<file path="config.mk">
export PLATFORM = sky130hd
export DESIGN_NAME = nec_ir_frame_decoder
export DESIGN_NICKNAME = d
export VERILOG_FILES = /design/src/design/nirfd_pkg.sv /design/src/design/nirfd_cfg_regs.sv /design/src/design/nirfd_front.sv /design/src/design/nirfd_queue.sv /design/src/design/nirfd_back.sv /design/src/design/nec_ir_frame_decoder.sv
export SDC_FILE = /design/constraint.sdc
export NUM_CORES = 2
export LEC_CHECK = 0
export BUFFER_PORTS_ARGS = -buffer_cell sky130_fd_sc_hd__buf_4
export CORE_MARGIN = 4
export CORE_UTILIZATION = 50
export DETAILED_ROUTE_END_ITERATION = 6
export PLACE_DENSITY = 0.66
export SYNTH_ARGS = -nofsm -noshare
export SYNTH_HDL_FRONTEND = slang
export SYNTH_SLANG_ARGS = --single-unit
</file>
<file path="constraint.sdc">
create_clock -name clk_i -period 9.9 [get_ports clk_i]
set_input_delay 0.99 -clock clk_i [delete_from_list [all_inputs] [get_ports clk_i]]
set_output_delay 0.99 -clock clk_i [all_outputs]
set_load 0.03 [all_outputs]
</file>
<file path="src/design/nirfd_pkg.sv">
`timescale 1ns / 1ps
// shared types, constants and window helpers for the nec ir frame decoder
// no dependencies; used by every module of the decoder

package nirfd_pkg;

  // configuration register map, index = paddr[4:2]
  localparam int unsigned RegAddrW = 5;
  localparam logic [2:0] REG_HDR_MARK   = 3'd0;
  localparam logic [2:0] REG_HDR_SPACE  = 3'd1;
  localparam logic [2:0] REG_BIT_MARK   = 3'd2;
  localparam logic [2:0] REG_ZERO_SPACE = 3'd3;
  localparam logic [2:0] REG_ONE_SPACE  = 3'd4;
  localparam logic [2:0] REG_TOLERANCE  = 3'd5;
  localparam logic [2:0] REG_EXTENDED   = 3'd6;

  // register reset values
  localparam logic [15:0] RstHdrMark   = 16'd9000;
  localparam logic [15:0] RstHdrSpace  = 16'd4500;
  localparam logic [15:0] RstBitMark   = 16'd560;
  localparam logic [15:0] RstZeroSpace = 16'd560;
  localparam logic [15:0] RstOneSpace  = 16'd1690;
  localparam logic [7:0]  RstTolerance = 8'd64;
  localparam logic        RstExtended  = 1'b0;

  // index of the final data bit of a frame
  localparam logic [4:0] LastBitIdx = 5'd31;

  // default depth of the token queue between front and back
  localparam int unsigned QueueDepthDef = 2;

  typedef enum logic [1:0] {
    KIND_NEW    = 2'd0,
    KIND_REPEAT = 2'd1,
    KIND_ERROR  = 2'd2
  } kind_e;

  typedef enum logic {
    ST_IDLE  = 1'b0,
    ST_ARMED = 1'b1
  } dec_state_e;

  // scaled window bounds: 256*t must lie in [lo, hi]
  typedef struct packed {
    logic [24:0] hi;
    logic [23:0] lo;
  } window_t;

  typedef struct packed {
    window_t hdr_mark;
    window_t hdr_space;
    window_t bit_mark;
    window_t zero_space;
    window_t one_space;
  } bounds_t;

  // classified item handed from front to back
  typedef struct packed {
    logic op;
    logic hdr_ok;
    logic mark_ok;
    logic zero_ok;
    logic one_ok;
  } token_t;

  function automatic window_t calc_window(logic [15:0] nominal, logic [7:0] tol);
    logic [8:0]  sum;
    logic [8:0]  diff;
    logic [24:0] hi_prod;
    logic [24:0] lo_prod;
    window_t     w;
    sum     = 9'd256 + {1'b0, tol};
    diff    = 9'd256 - {1'b0, tol};
    hi_prod = 25'(nominal) * 25'(sum);
    lo_prod = 25'(nominal) * 25'(diff);
    w.hi    = hi_prod;
    w.lo    = lo_prod[23:0];
    return w;
  endfunction

  function automatic logic in_window(logic [15:0] t, window_t w);
    logic [23:0] scaled;
    scaled = {t, 8'h00};
    return ({1'b0, scaled} <= w.hi) && (scaled >= w.lo);
  endfunction

endpackage

</file>
<file path="src/design/nirfd_cfg_regs.sv">
`timescale 1ns / 1ps
// apb register file for the timing set-up, plus registered window bounds
// depends on nirfd_pkg

module nirfd_cfg_regs (
  input  logic                          clk_i,
  input  logic                          rst_ni,
  input  logic                          psel,
  input  logic                          penable,
  input  logic                          pwrite,
  input  logic [nirfd_pkg::RegAddrW-1:0] paddr,
  input  logic [31:0]                   pwdata,
  output logic [31:0]                   prdata,
  output logic                          pready,
  output nirfd_pkg::bounds_t            bounds_o,
  output logic                          extended_o
);

  logic [15:0] hdr_mark_q, hdr_space_q, bit_mark_q, zero_space_q, one_space_q;
  logic [7:0]  tol_q;
  logic        ext_q;
  logic        wr_en;
  logic [2:0]  reg_idx;
  nirfd_pkg::bounds_t bounds_d, bounds_q, bounds_rst;

  assign pready  = 1'b1;
  assign wr_en   = psel && penable && pwrite;
  assign reg_idx = paddr[4:2];

  // register writes
  always_ff @(posedge clk_i or negedge rst_ni) begin
    if (!rst_ni) begin
      hdr_mark_q   <= nirfd_pkg::RstHdrMark;
      hdr_space_q  <= nirfd_pkg::RstHdrSpace;
      bit_mark_q   <= nirfd_pkg::RstBitMark;
      zero_space_q <= nirfd_pkg::RstZeroSpace;
      one_space_q  <= nirfd_pkg::RstOneSpace;
      tol_q        <= nirfd_pkg::RstTolerance;
      ext_q        <= nirfd_pkg::RstExtended;
    end else if (wr_en) begin
      case (reg_idx)
        nirfd_pkg::REG_HDR_MARK:   hdr_mark_q   <= pwdata[15:0];
        nirfd_pkg::REG_HDR_SPACE:  hdr_space_q  <= pwdata[15:0];
        nirfd_pkg::REG_BIT_MARK:   bit_mark_q   <= pwdata[15:0];
        nirfd_pkg::REG_ZERO_SPACE: zero_space_q <= pwdata[15:0];
        nirfd_pkg::REG_ONE_SPACE:  one_space_q  <= pwdata[15:0];
        nirfd_pkg::REG_TOLERANCE:  tol_q        <= pwdata[7:0];
        nirfd_pkg::REG_EXTENDED:   ext_q        <= pwdata[0];
        default: ;
      endcase
    end
  end

  // read-back mux
  always_comb begin
    case (reg_idx)
      nirfd_pkg::REG_HDR_MARK:   prdata = {16'h0, hdr_mark_q};
      nirfd_pkg::REG_HDR_SPACE:  prdata = {16'h0, hdr_space_q};
      nirfd_pkg::REG_BIT_MARK:   prdata = {16'h0, bit_mark_q};
      nirfd_pkg::REG_ZERO_SPACE: prdata = {16'h0, zero_space_q};
      nirfd_pkg::REG_ONE_SPACE:  prdata = {16'h0, one_space_q};
      nirfd_pkg::REG_TOLERANCE:  prdata = {24'h0, tol_q};
      nirfd_pkg::REG_EXTENDED:   prdata = {31'h0, ext_q};
      default:                   prdata = 32'h0;
    endcase
  end

  // window bounds, two multiplies each, registered
  always_comb begin
    bounds_d.hdr_mark   = nirfd_pkg::calc_window(hdr_mark_q, tol_q);
    bounds_d.hdr_space  = nirfd_pkg::calc_window(hdr_space_q, tol_q);
    bounds_d.bit_mark   = nirfd_pkg::calc_window(bit_mark_q, tol_q);
    bounds_d.zero_space = nirfd_pkg::calc_window(zero_space_q, tol_q);
    bounds_d.one_space  = nirfd_pkg::calc_window(one_space_q, tol_q);
  end

  always_comb begin
    bounds_rst.hdr_mark   = nirfd_pkg::calc_window(nirfd_pkg::RstHdrMark,
                                                   nirfd_pkg::RstTolerance);
    bounds_rst.hdr_space  = nirfd_pkg::calc_window(nirfd_pkg::RstHdrSpace,
                                                   nirfd_pkg::RstTolerance);
    bounds_rst.bit_mark   = nirfd_pkg::calc_window(nirfd_pkg::RstBitMark,
                                                   nirfd_pkg::RstTolerance);
    bounds_rst.zero_space = nirfd_pkg::calc_window(nirfd_pkg::RstZeroSpace,
                                                   nirfd_pkg::RstTolerance);
    bounds_rst.one_space  = nirfd_pkg::calc_window(nirfd_pkg::RstOneSpace,
                                                   nirfd_pkg::RstTolerance);
  end

  always_ff @(posedge clk_i or negedge rst_ni) begin
    if (!rst_ni) begin
      bounds_q <= bounds_rst;
    end else begin
      bounds_q <= bounds_d;
    end
  end

  assign bounds_o   = bounds_q;
  assign extended_o = ext_q;

endmodule

</file>
<file path="src/design/nirfd_front.sv">
`timescale 1ns / 1ps
// front end: takes input transactions and classifies their timings into tokens
// depends on nirfd_pkg

module nirfd_front (
  input  logic               clk_i,
  input  logic               rst_ni,
  input  logic               s_axis_tvalid_i,
  output logic               s_axis_tready_o,
  input  logic [31:0]        s_axis_tdata_i,
  input  logic               s_axis_tuser_i,
  input  nirfd_pkg::bounds_t bounds_i,
  output logic               tok_valid_o,
  input  logic               tok_ready_i,
  output nirfd_pkg::token_t  tok_o
);

  logic        in_valid_q;
  logic        in_op_q;
  logic [15:0] mark_q;
  logic [15:0] space_q;
  logic        take;

  // input stage advances when empty or when its token leaves
  assign s_axis_tready_o = !in_valid_q || tok_ready_i;
  assign take            = s_axis_tvalid_i && s_axis_tready_o;

  always_ff @(posedge clk_i or negedge rst_ni) begin
    if (!rst_ni) begin
      in_valid_q <= 1'b0;
    end else if (s_axis_tready_o) begin
      in_valid_q <= s_axis_tvalid_i;
    end
  end

  always_ff @(posedge clk_i) begin
    if (take) begin
      in_op_q <= s_axis_tuser_i;
      mark_q  <= s_axis_tdata_i[15:0];
      space_q <= s_axis_tdata_i[31:16];
    end
  end

  // window compares against the registered bounds
  always_comb begin
    tok_o.op      = in_op_q;
    tok_o.hdr_ok  = nirfd_pkg::in_window(mark_q, bounds_i.hdr_mark) &&
                    nirfd_pkg::in_window(space_q, bounds_i.hdr_space);
    tok_o.mark_ok = nirfd_pkg::in_window(mark_q, bounds_i.bit_mark);
    tok_o.zero_ok = nirfd_pkg::in_window(space_q, bounds_i.zero_space);
    tok_o.one_ok  = nirfd_pkg::in_window(space_q, bounds_i.one_space);
  end

  assign tok_valid_o = in_valid_q;

endmodule

</file>
<file path="src/design/nirfd_queue.sv">
`timescale 1ns / 1ps
// small token queue between the classifier and the decoder
// depends on nirfd_pkg

module nirfd_queue #(
  parameter int unsigned Depth = nirfd_pkg::QueueDepthDef
) (
  input  logic              clk_i,
  input  logic              rst_ni,
  input  logic              push_valid_i,
  output logic              push_ready_o,
  input  nirfd_pkg::token_t push_tok_i,
  output logic              pop_valid_o,
  input  logic              pop_ready_i,
  output nirfd_pkg::token_t pop_tok_o
);

  localparam int unsigned PtrW = (Depth > 1) ? $clog2(Depth) : 1;
  localparam int unsigned CntW = $clog2(Depth + 1);

  nirfd_pkg::token_t slot_q [Depth];
  logic [PtrW-1:0] wr_ptr_q, rd_ptr_q;
  logic [CntW-1:0] count_q;
  logic            push, pop;

  assign push_ready_o = (count_q != CntW'(Depth));
  assign pop_valid_o  = (count_q != '0);
  assign push         = push_valid_i && push_ready_o;
  assign pop          = pop_valid_o && pop_ready_i;
  assign pop_tok_o    = slot_q[rd_ptr_q];

  // pointers and fill count
  always_ff @(posedge clk_i or negedge rst_ni) begin
    if (!rst_ni) begin
      wr_ptr_q <= '0;
      rd_ptr_q <= '0;
      count_q  <= '0;
    end else begin
      if (push) begin
        wr_ptr_q <= (wr_ptr_q == PtrW'(Depth - 1)) ? '0 : wr_ptr_q + 1'b1;
      end
      if (pop) begin
        rd_ptr_q <= (rd_ptr_q == PtrW'(Depth - 1)) ? '0 : rd_ptr_q + 1'b1;
      end
      if (push && !pop) begin
        count_q <= count_q + 1'b1;
      end else if (pop && !push) begin
        count_q <= count_q - 1'b1;
      end
    end
  end

  // storage
  always_ff @(posedge clk_i) begin
    if (push) begin
      slot_q[wr_ptr_q] <= push_tok_i;
    end
  end

endmodule

</file>
<file path="src/design/nirfd_back.sv">
`timescale 1ns / 1ps
// back end: frame state machine, bit shifter, byte check and output register
// depends on nirfd_pkg

module nirfd_back (
  input  logic              clk_i,
  input  logic              rst_ni,
  input  logic              tok_valid_i,
  output logic              tok_ready_o,
  input  nirfd_pkg::token_t tok_i,
  input  logic              extended_i,
  output logic              m_axis_tvalid_o,
  input  logic              m_axis_tready_i,
  output logic [23:0]       m_axis_tdata_o,
  output logic [1:0]        m_axis_tuser_o
);

  nirfd_pkg::dec_state_e state_q, state_d;
  logic [4:0]  bit_count_q, bit_count_d;
  logic [31:0] shift_q, shift_d, word;
  logic [15:0] last_addr_q, last_addr_d;
  logic [7:0]  last_cmd_q, last_cmd_d;
  logic        pop, bit_val, bit_good, frame_end, pair_bad;
  logic        cmd_ok, addr_ok, frame_ok;
  logic [15:0] frame_addr;
  logic        emit;
  nirfd_pkg::kind_e emit_kind;
  logic [15:0] emit_addr;
  logic [7:0]  emit_cmd;
  logic        out_valid_q, out_valid_d;
  nirfd_pkg::kind_e out_kind_q;
  logic [15:0] out_addr_q;
  logic [7:0]  out_cmd_q;

  assign tok_ready_o = !out_valid_q || m_axis_tready_i;
  assign pop         = tok_valid_i && tok_ready_o;

  // bit decode, zero window wins on overlap
  assign bit_val   = !tok_i.zero_ok;
  assign bit_good  = tok_i.zero_ok || tok_i.one_ok;
  assign pair_bad  = !tok_i.mark_ok || !bit_good;
  assign frame_end = (bit_count_q == nirfd_pkg::LastBitIdx);

  always_comb begin
    word              = shift_q;
    word[bit_count_q] = bit_val;
  end

  // inverted byte checks
  assign cmd_ok     = (~word[23:16] == word[31:24]);
  assign addr_ok    = (~word[7:0] == word[15:8]);
  assign frame_ok   = extended_i ? cmd_ok : (cmd_ok && addr_ok);
  assign frame_addr = extended_i ? word[15:0] : {8'h00, word[7:0]};

  // next state
  always_comb begin
    state_d = state_q;
    if (pop) begin
      if (tok_i.op) begin
        state_d = nirfd_pkg::ST_IDLE;
      end else begin
        case (state_q)
          nirfd_pkg::ST_IDLE: begin
            if (tok_i.hdr_ok) state_d = nirfd_pkg::ST_ARMED;
          end
          nirfd_pkg::ST_ARMED: begin
            if (pair_bad || frame_end) state_d = nirfd_pkg::ST_IDLE;
          end
          default: state_d = nirfd_pkg::ST_IDLE;
        endcase
      end
    end
  end

  // datapath and result selection
  always_comb begin
    bit_count_d = bit_count_q;
    shift_d     = shift_q;
    last_addr_d = last_addr_q;
    last_cmd_d  = last_cmd_q;
    emit        = 1'b0;
    emit_kind   = nirfd_pkg::KIND_NEW;
    emit_addr   = '0;
    emit_cmd    = '0;
    if (pop) begin
      if (tok_i.op) begin
        bit_count_d = '0;
        shift_d     = '0;
        if (state_q == nirfd_pkg::ST_ARMED) begin
          emit      = 1'b1;
          emit_kind = nirfd_pkg::KIND_REPEAT;
          emit_addr = last_addr_q;
          emit_cmd  = last_cmd_q;
        end
      end else if (state_q == nirfd_pkg::ST_ARMED) begin
        if (pair_bad) begin
          bit_count_d = '0;
          shift_d     = '0;
          emit        = 1'b1;
          emit_kind   = nirfd_pkg::KIND_ERROR;
        end else if (!frame_end) begin
          bit_count_d = bit_count_q + 1'b1;
          shift_d     = word;
        end else begin
          bit_count_d = '0;
          shift_d     = '0;
          emit        = 1'b1;
          if (frame_ok) begin
            emit_kind   = nirfd_pkg::KIND_NEW;
            emit_addr   = frame_addr;
            emit_cmd    = word[23:16];
            last_addr_d = frame_addr;
            last_cmd_d  = word[23:16];
          end else begin
            emit_kind = nirfd_pkg::KIND_ERROR;
          end
        end
      end
    end
  end

  assign out_valid_d = emit || (out_valid_q && !m_axis_tready_i);

  // decoder state
  always_ff @(posedge clk_i or negedge rst_ni) begin
    if (!rst_ni) begin
      state_q     <= nirfd_pkg::ST_IDLE;
      bit_count_q <= '0;
      shift_q     <= '0;
      last_addr_q <= '0;
      last_cmd_q  <= '0;
      out_valid_q <= 1'b0;
    end else begin
      state_q     <= state_d;
      bit_count_q <= bit_count_d;
      shift_q     <= shift_d;
      last_addr_q <= last_addr_d;
      last_cmd_q  <= last_cmd_d;
      out_valid_q <= out_valid_d;
    end
  end

  // output payload register
  always_ff @(posedge clk_i) begin
    if (emit) begin
      out_kind_q <= emit_kind;
      out_addr_q <= emit_addr;
      out_cmd_q  <= emit_cmd;
    end
  end

  assign m_axis_tvalid_o = out_valid_q;
  assign m_axis_tdata_o  = {out_cmd_q, out_addr_q};
  assign m_axis_tuser_o  = out_kind_q;

endmodule

</file>
<file path="src/design/nec_ir_frame_decoder.sv">
`timescale 1ns / 1ps
// top level of the nec ir frame decoder: registers, classifier, queue, decoder
// depends on nirfd_pkg, nirfd_cfg_regs, nirfd_front, nirfd_queue, nirfd_back

// Takes one mark/space pair or timeout per clock while the input is ready and
// gives at most one result per item: a new frame, a repeat of the last good
// frame on a timeout while armed, or an error. Throughput is one item per cycle
// unless the output stalls; an item's result passes the input register and window
// compares, then the token queue, then the decoder with its output register, and
// waits there while the output stalls.
// The window bounds are recomputed from the timing registers in the cycle after
// a write, so configure only while the block is idle.

module nec_ir_frame_decoder #(
  parameter int unsigned QueueDepth = nirfd_pkg::QueueDepthDef
) (
  input  logic                           clk_i,
  input  logic                           rst_ni,
  // apb configuration port
  input  logic                           psel,
  input  logic                           penable,
  input  logic                           pwrite,
  input  logic [nirfd_pkg::RegAddrW-1:0] paddr,
  input  logic [31:0]                    pwdata,
  output logic [31:0]                    prdata,
  output logic                           pready,
  // input stream
  input  logic                           s_axis_tvalid_i,
  output logic                           s_axis_tready_o,
  input  logic [31:0]                    s_axis_tdata_i,  // mark_time, space_time
  input  logic                           s_axis_tuser_i,  // op
  // result stream
  output logic                           m_axis_tvalid_o,
  input  logic                           m_axis_tready_i,
  output logic [23:0]                    m_axis_tdata_o,  // address, command
  output logic [1:0]                     m_axis_tuser_o   // kind
);

  nirfd_pkg::bounds_t bounds;
  logic               extended;
  logic               front_valid, front_ready;
  nirfd_pkg::token_t  front_tok;
  logic               tok_valid, tok_ready;
  nirfd_pkg::token_t  tok;
  logic               tok_pop;

  nirfd_cfg_regs u_cfg (
    .clk_i      (clk_i),
    .rst_ni     (rst_ni),
    .psel       (psel),
    .penable    (penable),
    .pwrite     (pwrite),
    .paddr      (paddr),
    .pwdata     (pwdata),
    .prdata     (prdata),
    .pready     (pready),
    .bounds_o   (bounds),
    .extended_o (extended)
  );

  nirfd_front u_front (
    .clk_i           (clk_i),
    .rst_ni          (rst_ni),
    .s_axis_tvalid_i (s_axis_tvalid_i),
    .s_axis_tready_o (s_axis_tready_o),
    .s_axis_tdata_i  (s_axis_tdata_i),
    .s_axis_tuser_i  (s_axis_tuser_i),
    .bounds_i        (bounds),
    .tok_valid_o     (front_valid),
    .tok_ready_i     (front_ready),
    .tok_o           (front_tok)
  );

  nirfd_queue #(
    .Depth (QueueDepth)
  ) u_queue (
    .clk_i        (clk_i),
    .rst_ni       (rst_ni),
    .push_valid_i (front_valid),
    .push_ready_o (front_ready),
    .push_tok_i   (front_tok),
    .pop_valid_o  (tok_valid),
    .pop_ready_i  (tok_ready),
    .pop_tok_o    (tok)
  );

  nirfd_back u_back (
    .clk_i           (clk_i),
    .rst_ni          (rst_ni),
    .tok_valid_i     (tok_valid),
    .tok_ready_o     (tok_ready),
    .tok_i           (tok),
    .extended_i      (extended),
    .m_axis_tvalid_o (m_axis_tvalid_o),
    .m_axis_tready_i (m_axis_tready_i),
    .m_axis_tdata_o  (m_axis_tdata_o),
    .m_axis_tuser_o  (m_axis_tuser_o)
  );

  assign tok_pop = tok_valid && tok_ready;

  // a fresh result only follows a token taken by the decoder
  a_result_from_pop : assert property (@(posedge clk_i) disable iff (!rst_ni)
    $rose(m_axis_tvalid_o) |-> $past(tok_pop))
    else $error("result appeared without a decoded token");

  // input side only stalls while the classifier holds an item
  a_stall_has_item : assert property (@(posedge clk_i) disable iff (!rst_ni)
    !s_axis_tready_o |-> front_valid)
    else $error("input stalled with empty classifier stage");

  // normal mode frames carry an 8-bit address
  a_normal_addr : assert property (@(posedge clk_i) disable iff (!rst_ni)
    (m_axis_tvalid_o && !extended && (m_axis_tuser_o == nirfd_pkg::KIND_NEW))
      |-> (m_axis_tdata_o[15:8] == 8'h00))
    else $error("normal mode frame with nonzero upper address byte");

endmodule

</file>
# --- After elaboration in Yosys (flattened, before gate mapping) ---
# Memories as Yosys holds them, arrays and structs flattened.
# Index checks and enable logic that the tools add are counted.
op_classes:
  n_reduce_logical: 43
  muxes: 48
  bitwise_logic: 5
  n_lt_le_gt_ge: 12
  eq_ne: 10
  addsub: 7
  mul: 10
op_table:
  columns: ["cell", "n"]
  rows:
  - ["$mux 32", 4]
  - ["$le 24x25->1", 5]
  - ["$mul 16x9->25", 5]
  - ["$ge 24x24->1", 5]
  - ["$mul 16x9->24", 5]
  - ["$mux 16", 7]
  - ["$pmux 16 s7", 1]
  - ["$mux 8", 6]
  - ["$bwmux 32", 1]
  - ["$mux 5", 4]
  - ["$eq 8x8->1", 2]
  - ["$logic_and 1x1->1", 16]
  - ["$mux 1", 16]
  - ["$not 8->8", 2]
  - ["$reduce_and 2->1", 8]
  - ["$mux 2", 7]
  - ["$add 9x8->9 const A", 1]
  - ["$eq 3x3->1 const B", 3]
  - ["$sub 9x8->9 const A", 1]
  - ["$logic_not 1->1", 8]
  - ["$eq 3x2->1 const B", 2]
  - ["$logic_or 1x1->1", 6]
  - ["$lt 5x6->1 const B", 1]
  - ["$reduce_and 6->1", 1]
  - ["other kinds (13)", 18]
totals:
  wordCells: 169
  mem_count: 1
  in_bits: 77
  ram_bits: 10
  reg_bits: 461
  out_inout_bits: 61
mem_list:
  columns: ["name", "depth", "word_bits", "rd", "rd_clocked_by_memory_dff", "wr", "line", "text"]
  rows:
  - ["u_queue.slot_q", 2, 5, 1, 0, 1, "nirfd_queue.sv:21", "nirfd_pkg::token_t slot_q [Depth];"]

# --- Depth between registers and ports, before layout ---
depth:
  depth_word: 14
  ltp_mapped: 25
  ltp_nobuf: 24

# --- Modules after synthesis ---
# Synthesis repeated with hierarchy kept, for this count alone.
hier_totals:
  cells_unflattened: 6734
  area_unflattened_um2: 64209.1
by_module_without_submodules:
  columns: ["module", "n_inst", "area_per_inst_um2", "cells_each"]
  rows:
  - ["nirfd_cfg_regs", 1, 53871.7, 5658]
  - ["nirfd_front", 1, 5226.3, 616]
  - ["nirfd_back", 1, 4538.1, 426]
  - ["nirfd_queue", 1, 573.0, 34]

# --- Least setup slack after synthesis ---
# OpenSTA, ideal clock, no wires.
synth_path:
  path_type: "register to register"
  startpoint: "reg u_cfg.tol_q[0]"
  endpoint: "reg u_cfg.bounds_q (netlist bit u_cfg.bounds_o[23])"
  path_buffers: 2
  setup_ps: 125
  stages_incl_launch_ff: 25
  synth_period_minus_slack_ps: 6063
  path_slack_ps: 3837
  t_required_ps: 9775
  arrival_time_ps: 5938
  path_cell_list: "dfrtp_1 > inv_1 > ha_1 > nand2_1 > or3_1 > nor3_1 > clkbuf_1 > clkbuf_1 > and2_1 > fa_1 > fa_1 > fa_1 > inv_1 > fa_1 > inv_1 > ha_1 > a21o_1 > a21oi_1 > o21ai_0 > a41oi_1 > a211o_1 > o21ai_0 > o21a_1 > o41a_1 > xnor2_1"
synth_lines:
  columns: ["item", "line", "text"]
  rows:
  - ["from (decl)", "nirfd_cfg_regs.sv:20", "logic [7:0] tol_q;"]
  - ["from (signal assigned)", "nirfd_cfg_regs.sv:38", "tol_q <= nirfd_pkg::RstTolerance;"]
  - ["from (signal assigned)", "nirfd_cfg_regs.sv:47", "nirfd_pkg::REG_TOLERANCE: tol_q <= pwdata[7:0];"]
  - ["to (signal assigned)", "nirfd_cfg_regs.sv:92", "bounds_q <= bounds_rst;"]
  - ["to (signal assigned)", "nirfd_cfg_regs.sv:94", "bounds_q <= bounds_d;"]
  - ["to (decl)", "nirfd_cfg_regs.sv:24", "nirfd_pkg::bounds_t bounds_d, bounds_q, bounds_rst;"]

==> out/results.ini <==
[outcome]
status = finished with violations
violations = design-rule violations, max-capacitance violations, max-slew violations

[timing]
tns_ps = 0
setup_viol = 0
slew_headroom_pct = -0.654
finalMaxSlewViolations = 1
hold_viol = 0
fin_crit_sh_pct = 78.3
fin_ws_ps = 2150
fmax_mhz = 129
rsz0062_at_grt = no
post-route-min-period_ps = 7750
tightestPinTransition_ps = 1470
skew_ps = 41.6

[cells_and_area]
drive_above_1_share_pct = 7.76
syn2layout_area_growth_pct = 7.12
nFillCells = 11485
nets = 8437
instances_no_fill = 8484
final_common_cell = inv_1
mostFrequentLayoutCells = inv_1, fa_1, and2_1

[synth]
ys_types = 81
ys_warn_count = 0
synth-edff-count = 69
synthCells = 6795
syn_area_sq_um = 64100
synth_flop_cell = dfrtp_1
ys_ff_latch = 466
syn_area_per_cell_sq_um = 9.44
async_flop_share_pct = 85.2
seq_area_frac_synth_pct = 18.9

[setup_path]
cp.arrival_ps = 8350
path_cells = inv_1 > ha_4 > nand2_1 > or3_1 > xor2_4 > nand2_1 > fa_1 > fa_1 > inv_1 > fa_1 > inv_1 > fa_1 > inv_1 > ha_1 > a2111oi_0 > o211ai_1 > a31oi_1 > a21oi_1 > a21o_1 > a21oi_1 > xnor2_1
crit_required_ps = 10500
critPathLaunch = u_cfg.tol_q[0]$_DFFE_PN0P_
rr_startpoint = u_cfg.tol_q[0]$_DFFE_PN0P_
worst_path_largest_cell_delay_ps = 1220
cpMaxStageDelayCell = a2111oi_0
crit_path_end_kind = flop
cp_top_family = adder cells
path_buf_inv = 4
critPathKind = flop to flop
cp_max_fo = 35
start_kind = flop

[detailed_routing]
dr.first_iter.drc_count = 3100
wire_per_inst_microns = 19.0
routed_wl_microns = 161000
ant_nets = 0
drc = 2
vias = 45508
firstDrtPassIters = 7
viasPerCell = 5.36

[grt]
grt_start_max_net_pins = 148
grt_pass1_vias = 47906
grt_overflow = 0
grt_usage_pct = 24.7
grt_pass1_wl_microns = 262000
antenna_found_initial = 10

[die]
die_area_sq_um = 134000
floorplan.rows = 131
io_pins = 138
core_sq_um = 128000
start_util_pct = 50.3
die_width_microns = 366
die_h_microns = 366

[clock_tree]
cts_root_buf = clkbuf_16
cts_sinks = 466
post_cts_resized = 0
numCtsBuffers = 59
clockBufferDepth = 3
postCtsHoldBufs = 0
tritoncts = yes
cts_setup_buffers = 0
path_clk_slew_ps = 60
htreeDepth = 2
worstSkewPairLatency_ps = 700

[placed_design]
pre_cts_ws_ps = 2350
port_buffers = 102
dp_hpwl_microns = 119000
place_congestion = 0.879
post-place-cells = 8369

[min_path]
hold_path.class = input pin to asynchronous set/reset pin

[flow_run]
drv_cap = 1

-- worst register-to-register path, delay by kind of cell, from the launching register on --
| family | cells | cell delay [ps] |
|---|---|---|
| fa+ha+maj | 6 | 2450 |
| compound gates | 6 | 2360 |
| xor+xnor | 2 | 1030 |
| simple gates | 3 | 780 |
| flops | 1 | 690 |
| buf+inv | 4 | 380 |
-- synth_stat cells, types with 28 or more instances --
cell type	instances	share of area, %
a21oi_1	168	1.3
nand2_1	671	3.9
mux2i_1	56	0.87
nand2b_1	29	0.28
a31oi_1	28	0.27
o21a_1	39	0.46
ha_1	607	12
o21ai_0	131	1.0
nand3_1	53	0.41
nor2_1	183	1.1
inv_1	1457	8.5
and2_1	788	7.7
nor3_1	49	0.38
mux2_2	100	1.8
clkbuf_1	258	1.5
dfstp_2	88	3.6
a21o_1	77	0.90
fa_1	985	31
dfrtp_1	309	12
nor2b_1	44	0.43
xnor2_1	169	2.3
edfxtp_1	69	3.2
xor2_1	54	0.74
-- final cells by class --
type	instances	area, sq um	share of cell area, %
Antenna cell	3	7.51	0.0109
Clock buffer	74	1640	2.39
Clock inverter	38	424	0.617
Inverter	1457	5470	7.96
Multi-Input combinational cell	4596	45500	66.2
Sequential cell	466	12100	17.7
Tap cell	1662	2080	3.03
Timing Repair Buffer	188	1440	2.10
-- worst paths after layout --
kind,cells after the start,slack [ps],to
max,21,2150,u_cfg.bounds_o[170]$_DFF_PN0_
min,1,320,u_cfg.bounds_o[181]$_DFF_PN0_
max reg2reg,21,2150,u_cfg.bounds_o[170]$_DFF_PN0_
min reg2reg,1,490,u_back.last_addr_q[10]$_DFFE_PN0P_
max in group asynchronous,3,7320,u_cfg.tol_q[2]$_DFFE_PN0P_
min in group clk_i,1,470,u_front.mark_q[13]$_DFFE_PP_
-- flip-flops by register name, indices dropped and copies added, names as in the netlist, 10 cells and up --
register            cells
u_back.last_addr_q     16
u_queue.slot_q         10
u_cfg.hdr_space_q      16
u_cfg.bit_mark_q       16
u_cfg.bounds_o        240
u_cfg.hdr_mark_q       16
u_back.shift_q         32
u_front.mark_q         16
u_front.space_q        16
u_cfg.one_space_q      16
u_cfg.zero_space_q     16
u_back.out_addr_q      16
-- metrics by stage --
step | util [%] | hold WS [ps] | cell area (sq um)
after floorplan | - | 421 | 64200
final | 53.9 | 316 | 68700
after CTS | 53.9 | 308 | 68700
after global placement | 52.3 | 461 | 66600
after detailed placement | 52.3 | 473 | 66600
after global routing | 53.9 | 343 | 68700
-- kinds of logic (layout without fill, tap and decap cells) --
family	after synthesis	count (layout)	synth area share, %
AOI/OAI and AO/OA	665	665	6.72
xor gates and xnor gates	223	223	3.05
adders and majority gates	1592	1592	42.6
buffers and inverters	1748	1757	10.4
DFF	466	466	18.9
muxes	164	164	2.90
other	2	20	0.0117
and+or+nand+nor	1935	1935	15.4
-- routing by layer --
layer | GRT usage (%) | vias up | part of all wire, %
li1 | - | 20815 | -
met2 | 39.4 | 1207 | 45
met1 | 33.8 | 23262 | 44
met5 | 0 | - | 0.013
met3 | 6.18 | 220 | 7.8
met4 | 6.43 | 4 | 2.9
Power is not shown: default switching activity piles up to over one toggle a cycle in this logic, so the estimate is an artifact.
